File: src/rtl/fllt_pkg.sv
package fllt_pkg;

   // table geometry and field widths
   localparam int USER_ENTRIES    = 1024;
   localparam int COUNT_WIDTH     = 16;
   localparam int TIME_WIDTH      = 32;
   localparam int ADDR_WIDTH      = $clog2(USER_ENTRIES);
   localparam int UID_WIDTH       = 10;
   localparam int OPCODE_WIDTH    = 2;
   localparam int VERDICT_WIDTH   = 2;

   // configuration port
   localparam int CSR_INDEX_WIDTH = 3;
   localparam int CSR_DATA_WIDTH  = 32;

   localparam logic [CSR_INDEX_WIDTH-1:0] REG_DENY_LIMIT          = 3'd0;
   localparam logic [CSR_INDEX_WIDTH-1:0] REG_LOCK_SECONDS        = 3'd1;
   localparam logic [CSR_INDEX_WIDTH-1:0] REG_UNLOCK_SECONDS      = 3'd2;
   localparam logic [CSR_INDEX_WIDTH-1:0] REG_ROOT_UNLOCK_SECONDS = 3'd3;
   localparam logic [CSR_INDEX_WIDTH-1:0] REG_MAGIC_ROOT_ENABLE   = 3'd4;
   localparam logic [CSR_INDEX_WIDTH-1:0] REG_DENY_ROOT_ENABLE    = 3'd5;

   // request word layout, lowest bit first
   localparam int REQ_UID_LSB      = 0;
   localparam int REQ_NOW_LSB      = REQ_UID_LSB + UID_WIDTH;
   localparam int REQ_CALLER_LSB   = REQ_NOW_LSB + TIME_WIDTH;
   localparam int REQ_ADMIN_LSB    = REQ_CALLER_LSB + 1;
   localparam int REQ_USED_BITS    = REQ_ADMIN_LSB + COUNT_WIDTH;
   localparam int REQ_TDATA_WIDTH  = ((REQ_USED_BITS + 7) / 8) * 8;

   // response word layout, lowest bit first
   localparam int RSP_VERDICT_LSB  = 0;
   localparam int RSP_COUNT_LSB    = RSP_VERDICT_LSB + VERDICT_WIDTH;
   localparam int RSP_LEFT_LSB     = RSP_COUNT_LSB + COUNT_WIDTH;
   localparam int RSP_USED_BITS    = RSP_LEFT_LSB + TIME_WIDTH;
   localparam int RSP_TDATA_WIDTH  = ((RSP_USED_BITS + 7) / 8) * 8;

   typedef logic [COUNT_WIDTH-1:0] count_type;
   typedef logic [TIME_WIDTH-1:0]  time_type;

   typedef enum logic [OPCODE_WIDTH-1:0] {
      OP_FAIL,
      OP_SUCCESS,
      OP_ADMIN_SET,
      OP_QUERY
   } opcode_type;

   typedef enum logic [VERDICT_WIDTH-1:0] {
      VERDICT_PASS,
      VERDICT_OVER_LIMIT,
      VERDICT_LOCKED
   } verdict_type;

   typedef enum logic [1:0] {
      ST_CLEAR,
      ST_IDLE,
      ST_EXEC
   } state_type;

   typedef struct packed {
      count_type deny_limit;
      time_type  lock_seconds;
      time_type  unlock_seconds;
      time_type  root_unlock_seconds;
      logic      magic_root_enable;
      logic      deny_root_enable;
   } cfg_type;

   typedef struct packed {
      opcode_type             opcode;
      logic [UID_WIDTH-1:0]   user_index;
      time_type               now_seconds;
      logic                   caller_is_root;
      count_type              admin_count;
   } item_type;

   typedef struct packed {
      verdict_type verdict;
      count_type   count_new;
      time_type    time_new;
      time_type    seconds_left;
   } outcome_type;

endpackage

File: src/rtl/fllt_decide.sv
// Per-item decision: new entry contents, verdict and remaining lock time.
module fllt_decide import fllt_pkg::*; (
   input  cfg_type     cfg,
   input  item_type    item,
   input  count_type   old_count,
   input  time_type    old_time,
   output outcome_type outcome
);

   logic                magic;
   count_type           count_inc;
   count_type           count_fail;
   logic                is_root;
   logic                over_limit;
   time_type            unlock_span;
   logic [TIME_WIDTH:0] since;        // now - old, borrow in top bit
   logic                not_future;
   logic                unlock_ok;
   logic                lock_elapsed;
   logic                locked;
   logic [TIME_WIDTH+1:0] left_sum;
   time_type            left_sat;

   assign magic      = cfg.magic_root_enable & item.caller_is_root;
   assign count_inc  = old_count + 1'b1;
   // all-ones is never stored: the increment is taken back
   assign count_fail = (count_inc == '1) ? old_count : count_inc;
   assign is_root    = (item.user_index == '0);

   assign over_limit = (cfg.deny_limit != '0) && (count_fail > cfg.deny_limit) &&
                       (cfg.deny_root_enable || !is_root);

   assign unlock_span = is_root ? cfg.root_unlock_seconds : cfg.unlock_seconds;

   assign since      = {1'b0, item.now_seconds} - {1'b0, old_time};
   assign not_future = ~since[TIME_WIDTH];

   assign unlock_ok = (unlock_span != '0) && (old_time != '0) && not_future &&
                      (since[TIME_WIDTH-1:0] >= unlock_span);

   assign lock_elapsed = not_future && (since[TIME_WIDTH-1:0] >= cfg.lock_seconds);
   assign locked       = (cfg.lock_seconds != '0) && (old_time != '0) && !lock_elapsed;

   // lock + old - now; positive whenever locked, saturates past the time width
   assign left_sum = {2'b00, cfg.lock_seconds} + {2'b00, old_time} -
                     {2'b00, item.now_seconds};
   assign left_sat = (left_sum[TIME_WIDTH+1:TIME_WIDTH] != 2'b00) ? '1 :
                     left_sum[TIME_WIDTH-1:0];

   always_comb begin
      outcome.verdict      = VERDICT_PASS;
      outcome.count_new    = old_count;
      outcome.time_new     = old_time;
      outcome.seconds_left = '0;
      unique case (item.opcode)
         OP_FAIL: begin
            outcome.time_new = item.now_seconds;
            if (!magic) begin
               outcome.count_new = count_fail;
               if (over_limit) begin
                  if (!unlock_ok) begin
                     outcome.verdict = VERDICT_OVER_LIMIT;
                  end
               end else if (locked) begin
                  outcome.count_new    = old_count;
                  outcome.time_new     = old_time;
                  outcome.verdict      = VERDICT_LOCKED;
                  outcome.seconds_left = left_sat;
               end
            end
         end
         OP_SUCCESS: begin
            if (!magic) begin
               outcome.count_new = '0;
               outcome.time_new  = '0;
            end
         end
         OP_ADMIN_SET: begin
            if (item.admin_count == '0) begin
               outcome.count_new = '0;
               outcome.time_new  = '0;
            end else if (item.admin_count != '1) begin
               outcome.count_new = item.admin_count;
            end
         end
         OP_QUERY: begin
         end
         default: begin
         end
      endcase
   end

endmodule

File: config.mk
export PLATFORM = sky130hd
export DESIGN_NAME = fllt_decide
export DESIGN_NICKNAME = d
export VERILOG_FILES = /design/src/rtl/fllt_pkg.sv /design/src/rtl/fllt_decide.sv
export SDC_FILE = /design/constraint.sdc
export NUM_CORES = 1
export LEC_CHECK = 0
export BUFFER_PORTS_ARGS = -buffer_cell sky130_fd_sc_hd__buf_2
export CAP_MARGIN = 20
export CORE_ASPECT_RATIO = 0.8
export CORE_MARGIN = 2
export CORE_UTILIZATION = 30
export DETAILED_ROUTE_END_ITERATION = 8
export GPL_TIMING_DRIVEN = 1
export PLACE_DENSITY_LB_ADDON = 0.3
export RECOVER_POWER = 25
export SLEW_MARGIN = 10
export SYNTH_ARGS = -nofsm -noshare
export SYNTH_HDL_FRONTEND = slang
export SYNTH_SLANG_ARGS = --single-unit
File: constraint.sdc
create_clock -name vclk -period 17.4
set_input_delay 1.74 -clock vclk [all_inputs]
set_output_delay 1.74 -clock vclk [all_outputs]
set_load 0.01 [all_outputs]
==> results of run 1 <==
## cells by family (layout without fill, tap and decap cells)
| group | Yosys count | count (layout) | synth area share [%] |
|---|---|---|---|
| xor+xnor | 70 | 70 | 7.12 |
| compound gates | 384 | 384 | 30.4 |
| other cells | 0 | 1 | 0 |
| simple gates | 327 | 327 | 19.5 |
| fa+ha+maj | 180 | 180 | 29.0 |
| buf+inv | 213 | 482 | 9.77 |
| mux | 36 | 36 | 4.19 |
## through the flow
step | utilization [%] | total power (W) | area, um2 | cells
floorplan | - | 0.000334 | 8610 | 1210
finish | 36.9 | 0.000484 | 10400 | 1850
global route | 36.9 | 0.000542 | 10400 | 1849
global placement | 37.0 | 0.000476 | 10500 | 1848
CTS | 37.0 | 0.000484 | 10500 | 1848
detailed placement | 37.0 | 0.000481 | 10500 | 1848
## routing by layer
metal / part of all wire, % / track usage, % / up-vias / wire length (um)
li1: - / - / 4953 / -
met1: 47 / 30.8 / 4627 / 16300
met2: 44 / 35.9 / 436 / 15300
met3: 7.0 / 2.41 / 41 / 2420
met4: 2.1 / 4.11 / 0 / 724
met5: 0 / 0 / - / 0
## worst paths after layout
check / from / endpoint / slack, ns / cells past startpoint
worst max-delay path: old_time[6] / outcome[39] / 6.70 / 24
worst min-delay path: old_time[25] / outcome[57] / 3.81 / 3
## power by group
part | internal (W) | switching (W) | leakage [nW]
combinational | 0.000201 | 0.000284 | 5.60
sequential | 0 | 0 | 0
clock | 0.00000000000768 | 0 | 0.00000634
total | 0.000201 | 0.000284 | 5.60
## worst max-delay path: stages
cell and delay (ns):
buf_2 0.11, inv_1 0.06, ha_1 0.22, or4_1 0.54, o21ai_0 0.25, a31oi_1 0.23
o211ai_1 0.30, nand2_1 0.12, o41ai_1 0.61, o21ai_0 0.26, xnor2_1 0.34, ha_1 0.31
a21o_1 0.19, a21o_1 0.18, a31oi_1 0.16, nand2_1 0.08, a221oi_1 0.34, o2bb2ai_1 0.45
and4_1 0.32, clkbuf_1 1.16, or3_1 0.23, buf_4 0.36, a22o_1 0.22, buf_2 0.13
## cell usage in the layout (no fill, tap or decap), types with 4 or more instances in the layout
cell       netlist  routed
a211o_1          7       7
a22o_1          37      37
nand3_1         27      26
nor4_1          29      29
a2111oi_0        5       5
nand2b_1        14      14
nor3b_1          5       5
a22oi_1          7       7
inv_1          170     170
nand4_1         34      34
o22ai_1         10      10
mux2i_1         36      36
buf_2            6     288
o21a_1          46      46
a211oi_1        17      17
fa_1            33      33
a21oi_1         84      85
or4_1            4       4
o211ai_1        16      16
nor2b_1         15      15
xor2_1          19      19
o21bai_1         8       8
nor3_1          20      20
clkbuf_1        28      18
or3_1            7       7
or2_2            6       6
ha_1           147     147
nor2_1          66      66
and2_1           5       5
and3_1           9       9
and4_1           5       5
xnor2_1         51      51
o31a_1           4       4
a21o_1          33      33
nand2_1         74      74
a31oi_1         13      12
buf_4            1       5
o21ai_0         64      64
## synth_stat cells, types with 5 or more instances
master | number | area [um2]
nor3b_1 | 5 | 37.5
o211ai_1 | 16 | 120
a2111oi_0 | 5 | 43.8
a22oi_1 | 7 | 52.6
o22ai_1 | 10 | 62.6
a21o_1 | 33 | 248
clkbuf_1 | 28 | 105
ha_1 | 147 | 1840
buf_2 | 6 | 30.0
and2_1 | 5 | 31.3
xor2_1 | 19 | 166
nor3_1 | 20 | 100
nor2b_1 | 15 | 93.8
o21ai_0 | 64 | 320
xnor2_1 | 51 | 447
and3_1 | 9 | 56.3
o21bai_1 | 8 | 60.1
nor2_1 | 66 | 248
nand4_1 | 34 | 213
a211o_1 | 7 | 61.3
nand2_1 | 74 | 278
nand3_1 | 27 | 135
nor4_1 | 29 | 181
mux2i_1 | 36 | 360
a21oi_1 | 84 | 420
and4_1 | 5 | 43.8
or2_2 | 6 | 37.5
a31oi_1 | 13 | 81.3
fa_1 | 33 | 661
o21a_1 | 46 | 345
a22o_1 | 37 | 324
a211oi_1 | 17 | 128
or3_1 | 7 | 43.8
inv_1 | 170 | 638
nand2b_1 | 14 | 87.6
## area by class of cell
class	count	area, um2	area share (%)
multi-input cells	997	7770	74.5
repair buffers	312	1550	14.9
inverters	170	638	6.12
well taps	370	463	4.44
diodes	1	2.50	0.0240
==> out/metrics.csv, run 1 <==
metric,value,unit
sequential cell count,0,
status,"finished, violations left",
GRT Overall Usage,21.8,%
final hold vios,0,
GRT Residual Overflow,0,
I/O pins,305,
# hold bufs at CTS,0,
Initial Utilization,30.4,%
max_cap viols,2,
fill cell count,3087,
Post-Synthesis Net Count,1613,
Starting DRT DRC Count,706,
maximum VDD drop,0.0000200,V
Slew @ Worst Pin,1.61,ns
vias per cell,5.44,
DRC viols,0,
layout cells sized above 1,20.6,%
failing checks,"capacitance limit, slew limit",
wire per inst,18.8,um
die area,0.0301,mm2
Synth cell types,63,
Routed WL,34700,um
area grow syn2layout,21.1,%
DRT antenna net count,0,
Hold Slack,3.81,ns
maximum number of pins on one net before global-route repair,35,
Chip Height,156,um
CP required,15.66,ns
cts repair resizes,0,
DR pass1 iterations,6,
setup violators final,0,
Final Wtd Congestion,0.933,
synthesized area per cell,7.11,um2
Min-Delay Path Class,in2out,
pre-CTS setup slack,7.80,ns
RSZ-0062 raised after global routing,false,
Tmin final,10.70,ns
startpoint class of the critical path,input pin,
routed via count,10057,
setup bufs post-CTS,0,
crit-path max FO,34,
PortBufs,305,
Final Net Count,1884,
first-pass GRT wire length,52500,um
Ys Warns,0,
vias in the first global route,9561,
register area,0,um2
Max transition margin,-7.07,%
crit share post-route,61.5,%
initial antenna violation count,1,
leak pwr,5.60,nW
"Seq/Total Area, Yosys",0,%
crit end category,output pin,
cell count after synthesis,1210,
Setup TNS Final,0,ns
CP arrival,8.96,ns
Max Slew Vio Count,35,
Clock buffer cells,0,
Power Density,46.4,mW/mm2
HPWL Detailed,30700,um
WS Path Type,in2out,
die width,193,um
Cell Rows,55,
Core ar.,0.0283,mm2
Mapped Area,0.00861,mm2
final setup margin,6.70,ns
Max Clk Rate,93.5,MHz
No activity file was read; power rests on OpenSTA's default activity.
==> inputs of run 2 (changes only) <==
Settings changed: ABC_AREA from default to 1.
Clock period 17.4 ns to 10.3 ns, I/O delays scaled along.
==> run 2 against run 1 <==
- the flow now finishes without violations
- critical path depth increased by 4
- via count increased by 25%
- first-iteration DRC count increased by 44%
- worst hold slack got worse by 1.4 ns
- count of clock-buffer cells in the layout unchanged
- total power increased by 95%
- critical path type unchanged
- critical endpoint is now outcome[0]
- largest cell class unchanged
==> out/metrics.csv, run 2 <==
metric,value,unit
status,finished clean,
die width,209,um
DR pass1 iterations,6,
CP peak stage delay,0.90,ns
Sequential Power Share,0,%
final hold vios,0,
Final Util,35.9,%
Synth cell types,49,
sequential cell count,0,
Min-Delay Path Class,in2out,
GR Util met1,36.8,%
cts repair resizes,0,
met2 Use GR,34.2,%
crit end category,output pin,
cell taking the most area after synthesis,ha_1,
I/O pins,305,
global route hottest layer,met1,
startpoint class of the critical path,input pin,
Cell Rows,60,
clock power share,0,%
NetSw,0.000616,W
register area,0,um2
final setup margin,2.46,ns
Setup TNS Final,0,ns
worst setup path start,old_time[2],
die area,0.0352,mm2
Max Slew Vio Count,0,
first-pass GRT wire length,65800,um
Power Density,78.7,mW/mm2
Routed WL,44000,um
most numerous cell in the Yosys netlist,nand2_1,
maximum number of pins on one net before global-route repair,63,
Worst path slowest cell,nor2_1,
crit-path max FO,32,
leak pwr,6.81,nW
CP required,9.27,ns
Initial Utilization,30.3,%
RSZ-0062 raised after global routing,false,
Ys Warns,0,
Max transition margin,36.6,%
top post-synthesis cells by area,"ha_1, nand2_1, inv_1",
"Seq/Total Area, Yosys",0,%
CP arrival,6.81,ns
PortBufs,305,
GRT met3 Usage,3.51,%
DRT antenna net count,0,
Finished Cell Area,0.0120,mm2
most frequent cells in the layout,"nand2_1, inv_1, buf_2, nor2_1, ha_1",
max_cap viols,0,
Slew @ Worst Pin,0.947,ns
"commonest non-fill, non-tap cell in the layout",nand2_1,
Core ar.,0.0334,mm2
Comb pwr share,100.0,%
top-area cell type share of the netlist area,18.2,%
wire per inst,17.6,um
Final Wtd Congestion,1.01,
Tmin final,7.84,ns
setup violators final,0,
layout cells sized above 1,17.9,%
crit share post-route,76.1,%
HPWL Detailed,38800,um
Final Net Count,2464,
Chip Height,168,um
Int Power,0.000329,W
maximum VDD drop,0.0000228,V
setup bufs post-CTS,0,
DRC viols,0,
Starting DRT DRC Count,1015,
Post-Synthesis Net Count,2186,
GRT Residual Overflow,0,
most frequent cell on the critical path,nand2_1,
WS Path Type,in2out,
vias per cell,5.03,
# hold bufs at CTS,0,
Clock buffer cells,0,
placed cell areas,0.0120,mm2
GRT Overall Usage,23.8,%
Max Clk Rate,128,MHz
pre-CTS setup slack,3.87,ns
min-delay src,old_time[11],
area of the multi-input gates,0.00857,mm2
Pwr Total,0.000945,W
cell count after synthesis,1783,
area grow syn2layout,18.6,%
fill cell count,3835,
initial antenna violation count,5,
routed via count,12552,
vias in the first global route,11550,
commonest cells in the netlist,"nand2_1, inv_1, nor2_1",
synthesized area per cell,5.68,um2
switch share,65.2,%
Mapped Area,0.0101,mm2
run 2: cell count changes after synthesis, moves of 44 or more:
cell / before / now
inv_1: 170 / 345
nor2_1: 66 / 208
xnor2_1: 51 / 7
nand2_1: 74 / 413
nand3_1: 27 / 100
run 2: metal layers:
layer,wire (um),share of wire (%),vias to the layer above
li1,-,-,6348
met1,22200,50,5653
met2,17400,40,493
met3,3500,8.0,56
met4,861,2.0,2
met5,14,0.032,-
run 2: final timing paths:
check	endpoint	cells after the start
min	outcome[43]	4
max	outcome[0]	28
run 2: final cells by class:
| type | instances | area share, % |
|---|---|---|
| antenna | 4 | 0.0834 |
| inverter | 350 | 10.9 |
| multi-input combinational | 1398 | 71.4 |
| tap | 434 | 4.53 |
| timing repair buffer | 311 | 13.1 |
run 2: cell families after synthesis:
| group | after synthesis | share of synthesized area, % |
|---|---|---|
| compound gates | 311 | 18.7 |
| xor+xnor | 52 | 4.50 |
| buf+inv | 385 | 15.2 |
| simple gates | 853 | 36.7 |
| mux | 2 | 0.198 |
| fa+ha+maj | 180 | 24.7 |
run 2: critical path, delay by kind of cell:
family / cells / cell delay, ns
and+or+nand+nor: 16 / 2.75
buffers and inverters: 4 / 1.02
AOI/OAI and AO/OA: 5 / 0.82
adders and majority gates: 2 / 0.72
xor gates and xnor gates: 1 / 0.42
run 2: power by group through the flow:
stage | registers [W] | clock network (W) | logic, W
after floorplan | 0 | 0 | 0.000639
after global placement | 0 | 0 | 0.000929
after detailed placement | 0 | 0 | 0.000934
after CTS | 0 | 0 | 0.000939
after global routing | 0 | 0.0000000000521 | 0.00106
final | 0 | 0.0000000000522 | 0.000945
run 2: per-stage QoR:
stage | hold slack [ns] | std cells
detailed placement | 2.42 | 2492
finish | 2.43 | 2497
CTS | 2.42 | 2492
global placement | 2.41 | 2492
floorplan | 2.20 | 1783
global route | 2.44 | 2497
==> inputs of run 3 (changes only) <==
Settings changed: ABC_AREA 1 to 0.
Clock period 10.3 ns to 6.9 ns, I/O delays scaled along.
==> run 3 against run 2 <==
- worst setup slack got worse by 2.2 ns
- critical path type unchanged
- via count fell by 20%
- critical endpoint is now outcome[39]
- die area fell by 15%
- global-route usage fell by 1.9 points
==> out/metrics.csv, run 3 (synthesis gave the netlist of run 1 again) <==
metric,value,unit
Starting DRT DRC Count,670,
Slew @ Worst Pin,0.686,ns
HPWL Detailed,30800,um
status,finished clean,
Max Clk Rate,151,MHz
most frequent cells in the layout,"buf_2, inv_1, ha_1, a21oi_1, nand2_1",
routed via count,9981,
Routed WL,34700,um
initial antenna violation count,1,
PortBufs,305,
Pwr Total,0.00125,W
vias in the first global route,9592,
CP required,6.21,ns
sequential cell count,0,
placed cell areas,0.0106,mm2
CP arrival,5.93,ns
wire per inst,18.6,um
die area,0.0301,mm2
maximum number of pins on one net before global-route repair,34,
GRT Overall Usage,21.8,%
maximum VDD drop,0.0000509,V
Inst Count DP,1862,
DRC viols,0,
Chip Height,156,um
RSZ-0062 raised after global routing,false,
Final Net Count,1899,
max_cap viols,0,
Min-Delay Path Class,in2out,
Initial Utilization,30.4,%
die width,193,um
Clock buffer cells,0,
layout cells sized above 1,22.3,%
Finished Cell Area,0.0106,mm2
Power Density,117,mW/mm2
Cell Rows,55,
area of the multi-input gates,0.00783,mm2
Hold Slack,1.71,ns
crit-path max FO,32,
register area,0,um2
Core ar.,0.0283,mm2
"commonest non-fill, non-tap cell in the layout",buf_2,
Max Slew Vio Count,0,
Max transition margin,53.0,%
Final Wtd Congestion,0.908,
first-pass GRT wire length,52500,um
setup violators final,0,
# hold bufs at CTS,0,
startpoint class of the critical path,input pin,
area grow syn2layout,23.4,%
final hold vios,0,
Finished Layout Cells,1865,
vias per cell,5.35,
crit end category,output pin,
fill cell count,3056,
Tmin final,6.62,ns
DR pass1 iterations,5,
I/O pins,305,
WS Path Type,in2out,
GRT Residual Overflow,0,
crit share post-route,95.9,%
DRT antenna net count,0,
leak pwr,5.72,nW
[run 3: changes by cell type in the layout (fill, tap and decap cells not counted), moves of 27 or more]
cell	before	now
a21oi_1	125	84
a22o_1	0	37
inv_1	346	170
mux2i_1	2	36
nand2_1	415	74
nand3_1	100	26
nor2_1	207	66
o21a_1	5	46
o21ai_0	90	62
xnor2_1	7	51
xor2_1	45	18
[run 3: final cells by class]
type,instances,share of cell area [%]
multi-input cells,997,73.7
repair buffers,327,15.9
inverters,170,6.01
well taps,370,4.36
diodes,1,0.0236
[run 3: path summary, 6_finish.rpt]
| kind | startpoint | to | slack, ns | depth (start not counted) |
|---|---|---|---|---|
| max | old_time[5] | outcome[39] | 0.28 | 25 |
| min | old_time[25] | outcome[57] | 1.71 | 3 |
[run 3: metrics by stage]
stage / setup WS [ns] / TNS (ns) / util (%)
2_1_floorplan: 0.782 / 0 / -
3_3_place_gp: 0.132 / 0 / 37.4
3_5_place_dp: -0.00574 / -0.00574 / 37.4
4_1_cts: 0.0545 / 0 / 37.4
5_1_grt: 0.00434 / 0 / 37.5
6_report: 0.282 / 0 / 37.6
[run 3: report_power, final]
group	total, W	switching [W]	internal [W]
logic	0.00125	0.000723	0.000525
clock network	0.0000000000194	0	0.0000000000194
registers	0	0	0
total	0.00125	0.000723	0.000525
[run 3: per-layer routing]
metal	vias to the layer above	routed length (um)	global-route usage (%)
met5	-	0	0
li1	4990	-	-
met2	381	15200	35.8
met1	4560	16500	30.7
met3	50	2180	2.62
met4	0	805	4.73
[run 3: repair_timing]
| action | 4_1_cts | 5_1_grt |
|---|---|---|
| pin swaps | 0 | 2 |
| buffers inserted | 0 | 1 |
| setup endpoints to repair | 29 | 79 |
| resized for setup | 1 | 10 |
[run 3: critical path, stage by stage]
cell and delay, ns:
buf_2 0.12, inv_1 0.07, ha_1 0.24, or4_1 0.53
o21ai_1 0.19, a31oi_1 0.16, o211ai_1 0.25, nand2_1 0.11
o41ai_1 0.34, buf_4 0.19, o21ai_0 0.11, xnor2_1 0.30
ha_1 0.32, a21o_1 0.18, a21o_1 0.17, a31oi_1 0.17
nand2_1 0.09, a221oi_2 0.32, buf_4 0.17, o2bb2ai_4 0.19
and4_1 0.29, or3_1 0.18, buf_12 0.22, a22o_1 0.17
buf_2 0.13
